**src/hdl/bspc_ram.sv**
```systemverilog
// Generic single-write, single-read RAM with registered read data.
// No dependencies.
module bspc_ram #(
	parameter int WIDTH = 32,
	parameter int DEPTH = 64
) (
	input  logic                     clk,
	input  logic                     we,
	input  logic [$clog2(DEPTH)-1:0] waddr,
	input  logic [WIDTH-1:0]         wdata,
	input  logic [$clog2(DEPTH)-1:0] raddr,
	output logic [WIDTH-1:0]         rdata
);

	logic [WIDTH-1:0] mem [DEPTH];

	always_ff @(posedge clk) begin
		if (we) begin
			mem[waddr] <= wdata;
		end
		rdata <= mem[raddr];
	end

endmodule

```
**config.mk**
```make
export PLATFORM = sky130hd
export DESIGN_NAME = bspc_ram
export DESIGN_NICKNAME = d
export VERILOG_FILES = /design/src/hdl/bspc_ram.sv
export SDC_FILE = /design/constraint.sdc
export NUM_CORES = 2
export LEC_CHECK = 0
export ABC_AREA = 1
export BUFFER_PORTS_ARGS = -buffer_cell sky130_fd_sc_hd__buf_2
export CAP_MARGIN = 20
export CORE_MARGIN = 3
export CORE_UTILIZATION = 55
export DETAILED_ROUTE_END_ITERATION = 10
export HOLD_SLACK_MARGIN = 0.12
export MAX_ROUTING_LAYER = met4
export PLACE_DENSITY = 0.7
export SYNTH_ARGS = -nofsm -noshare
export SYNTH_HDL_FRONTEND = slang
export SYNTH_SLANG_ARGS = --single-unit
```
**constraint.sdc**
```tcl
create_clock -name clk -period 12.25 [get_ports clk]
set_input_delay 0 -clock clk [delete_from_list [all_inputs] [get_ports clk]]
set_output_delay 0 -clock clk [all_outputs]
set_load 0.02 [all_outputs]
```
# After elaboration in Yosys (flattened, before gate mapping)

Memory sizes are Yosys's and may differ from the RTL's. A register that Yosys moved wholly into a read port is not among the register bits.
Cells that the tools add are included.

Bits in registers: 0
Latch bits: 0
RAM bits: 2048
ROM bits: 0
Input bits: 46
Output and inout port bits: 32
Logic and storage cells: 3
Memories kept: 1

Memories:

| memory | words | width | rd ports | clocked after Yosys merged registers in | wr ports | RTL line | source |
|---|---|---|---|---|---|---|---|
| mem    | 64    | 32    | 1        | 1                                       | 1        | 15       | `logic [WIDTH-1:0] mem [DEPTH];` |

Add/sub/neg operators: 0
Multipliers: 0
Divide/modulo/power cells: 0
Magnitude comparators: 0
Eq/ne operators: 0
Shifts and indexed selects: 0
Multiplexer cells: 2
Bitwise operators: 0
Reduce and logical (&&, ||, !) cells: 0

Operator list:

| operator          | number |
|---|---|
| two-way mux 1 bit | 2 |

# Logic depth before layout (Yosys ltp)

Depth in word-level cells: 2
Gate-level depth with buffers: 13
Mapped depth without buffers: 9

# Least setup slack after synthesis

Ideal clock, no wire load.

Path kind: input to register
From: in we
To: mem mem[48][0], enable pin
Setup time: 0.502 ns
Arrival: 3.628 ns
Data required time: 11.748 ns
Setup slack: 8.120 ns
Stages: 3
Buffers on the path: 1
Cell sequence: clkbuf_1 -> nand4_1 -> nor4_1

Word-level cells in the longest chain between the ends: 2

Ends and longest elaborated chain:

| element                                 | RTL line | source |
|---|---|---|
| start: declaration                      | 8        | `input logic we,` |
| two-way mux 1 bit                       | 18       | `if (we) begin` |
| two-way mux 1 bit (implied by the code) | 19       | `mem[waddr] <= wdata;` |
| end: declaration                        | 15       |  |

Every way passes these cells.

==> impl_metrics.env <==
export IMPL_route_vias_total=54794
export IMPL_clock_path_buffers=3
export IMPL_tns_ns=0
export IMPL_dieHeight_microns=393.9
export IMPL_grt_pass1_wl_microns=344700
export IMPL_yosysUniqueCellTypes=16
export IMPL_final_common_cell="nand2_1"
export IMPL_arrival_ns=5.18
export IMPL_grt_overflow=0
export IMPL_cts_tree="done"
export IMPL_drv_cap=0
export IMPL_swShare_pct=22.78
export IMPL_cp_num_buf_inv=6
export IMPL_nets=6837
export IMPL_finClkSkew_ns=0.03552
export IMPL_rsz0062_at_grt="no"
export IMPL_first_pass_iters=6
export IMPL_ant_nets=0
export IMPL_power_leakage_nw=32.20
export IMPL_yosysWarnings=0
export IMPL_slowest_delay_ns=0.85
export IMPL_worst_path_max_fanout=104
export IMPL_p_sw_w=0.003359
export IMPL_drt_wl_total_microns=237100
export IMPL_ir_drop_mv=0.1451
export IMPL_layout_common_cells="nand2_1, edfxtp_1, nand3_1"
export IMPL_p_comb_share_pct=6.3
export IMPL_floorplan_initialDensity_pct=55.70
export IMPL_ys_seq_area_share_pct=75.10
export IMPL_post_cts_buffers=0
export IMPL_syn_area_sq_mm=0.08274
export IMPL_avgRoutedWirePerCell_microns=26.40
export IMPL_numCtsBuffers=200
export IMPL_clkSlewWorstSetupHoldPaths_ns=0.06
export IMPL_power_internal_w=0.01139
export IMPL_cts_resized=0
export IMPL_clock_fmax_mhz=227.2
export IMPL_fp_coreArea_sq_mm=0.1485
export IMPL_fin_crit_sh_pct=35.93
export IMPL_clock_sinks=2080
export IMPL_areaGrowthSynthToFinish_pct=10.97
export IMPL_worstPathCellList="dlygate4sd3_1 -> buf_8 -> buf_12 -> buf_4 -> buf_4 -> nand3_1 -> nand3_1 -> nand3_1 -> nand2_1 -> nand2_1 -> dlygate4sd3_1 -> nand2_1"
export IMPL_synth_seq_cells=2080
export IMPL_slew_headroom_pct=25.57
export IMPL_drv_slew=0
export IMPL_fin_crit_ns=4.402
export IMPL_avgSynthCellArea_sq_um=12.22
export IMPL_rows=141
export IMPL_drt_iter0_drc=8155
export IMPL_status="complete, no violations"
export IMPL_die_x_microns=393.9
export IMPL_cp_top_family="buffers and inverters"
export IMPL_criticalPathCategory="input port to flop"
export IMPL_grt_max_degree=198
export IMPL_slowest_stage="buf_4"
export IMPL_gp_congestion=0.8602
export IMPL_hpwl_microns=119600
export IMPL_port_buffers=77
export IMPL_gr_usage_all_layers_pct=31.16
export IMPL_setup_viol=0
export IMPL_grt_pass1_vias=51650
export IMPL_fill_cells=11207
export IMPL_syn_inst=6769
export IMPL_clkPwrFrac_pct=39.9
export IMPL_syn_nets=6815
export IMPL_clk_latency_ns=0.83
export IMPL_avgViaCountPerCell=6.101
export IMPL_drive_above_1_share_pct=8.003
export IMPL_worstHoldPathType="input port to flop"
export IMPL_r2r_slack_ns=10.12
export IMPL_drc_errors=0
export IMPL_hold_slack_ns=0.2189
export IMPL_die_area_sq_mm=0.1551
export IMPL_tightest_slew_ns=1.116
export IMPL_crit_required_ns=13.03
export IMPL_ctsHtreeMaxLevel=4
export IMPL_endpoint_kind="flop"
export IMPL_cp_start_kind="input port"
export IMPL_p_per_area_mw_per_mm2=160.6
export IMPL_num_io_pins=78
export IMPL_antenna_found_initial=22
export IMPL_clock_root_buffer="clkbuf_16"
export IMPL_p_seq_share_pct=53.7
export IMPL_finalHoldViolCount=0
-- logic make-up after synthesis --
logic type             after synthesis  synth area share, %
buffers and inverters              461                2.779
DFF                               2080                75.10
and+or+nand+nor                   4228                22.12
-- repair_timing --
action                                   CTS  global route
hold buffers                              44             0
endpoints found under the setup margin     0             0
hold endpoints to repair                2436             0
-- through the flow --
step	util (%)	setup slack, ns	cell area (sq um)	std cells	total power (W)
finish	61.81	7.848	91810	8981	0.01474
global route	61.80	7.871	91800	8974	0.01514
CTS	61.78	8.182	91770	8962	0.01477
detailed placement	57.29	7.356	85100	8547	0.008972
global placement	57.29	7.385	85100	8547	0.008957
floorplan	-	8.120	82740	6769	0.008544
-- synthesized netlist by cell type --
| master | number | area share, % |
|---|---|---|
| inv_2 | 2 | 0.0091 |
| inv_1 | 9 | 0.041 |
| buf_1 | 40 | 0.18 |
| nor2_1 | 56 | 0.25 |
| buf_4 | 45 | 0.41 |
| nand2_1 | 2248 | 10 |
| nand4_1 | 9 | 0.068 |
| dfxtp_1 | 32 | 0.77 |
| nor4_1 | 8 | 0.060 |
| buf_8 | 2 | 0.036 |
| clkbuf_1 | 77 | 0.35 |
| edfxtp_1 | 2048 | 74 |
| nand3_1 | 1907 | 12 |
| buf_6 | 3 | 0.041 |
| buf_2 | 282 | 1.7 |
| inv_4 | 1 | 0.0076 |
-- power groups by stage --
stage	Combinational [W]	Clock (W)	Sequential (W)
2_1_floorplan	0.000484	0	0.00806
3_3_place_gp	0.000889	0	0.00807
3_5_place_dp	0.000902	0	0.00807
4_1_cts	0.000918	0.00593	0.00792
5_1_grt	0.00100	0.00622	0.00792
6_report	0.000932	0.00589	0.00792
-- final timing paths --
check,cells past startpoint,end,from
min reg2reg,8,rdata[29]$_DFF_P_,mem[44][29]$_DFFE_PP_
min,8,rdata[7]$_DFF_P_,raddr[1]
max reg2reg,9,rdata[23]$_DFF_P_,mem[35][23]$_DFFE_PP_
max,12,rdata[23]$_DFF_P_,raddr[2]
-- state kept, by name, summed over array words and instances, names as in the netlist --
register and flops:
mem 2048, rdata 32
-- worst reg2reg max path, cell delays in order (launching register included) --
cell	delay, ns
edfxtp_1	0.34
nand2_1	0.07
nand3_1	0.14
nand3_1	0.11
nand3_1	0.17
nand3_1	0.36
nand2_1	0.20
nand2_1	0.06
dlygate4sd3_1	0.58
nand2_1	0.07
-- area by class of cell --
class	count	area, sq um	area share [%]
diodes	19	47.55	0.05179
clock buffers	275	5400	5.882
clock inverters	96	829.5	0.9035
inverters	12	81.33	0.08858
multi-input cells	4228	18770	20.44
flip-flops and latches	2080	62140	67.68
well taps	2002	2505	2.728
repair buffers	269	2041	2.223
-- per-layer routing --
layer	global-route usage, %	vias to the layer above	wire length (microns)
met5	-	-	0
met4	11.49	0	9569
met3	7.159	491	30110
met2	47.23	3439	109000
met1	41.61	26686	88420
li1	-	24178	-
No activity file was read; power rests on OpenSTA's default activity.
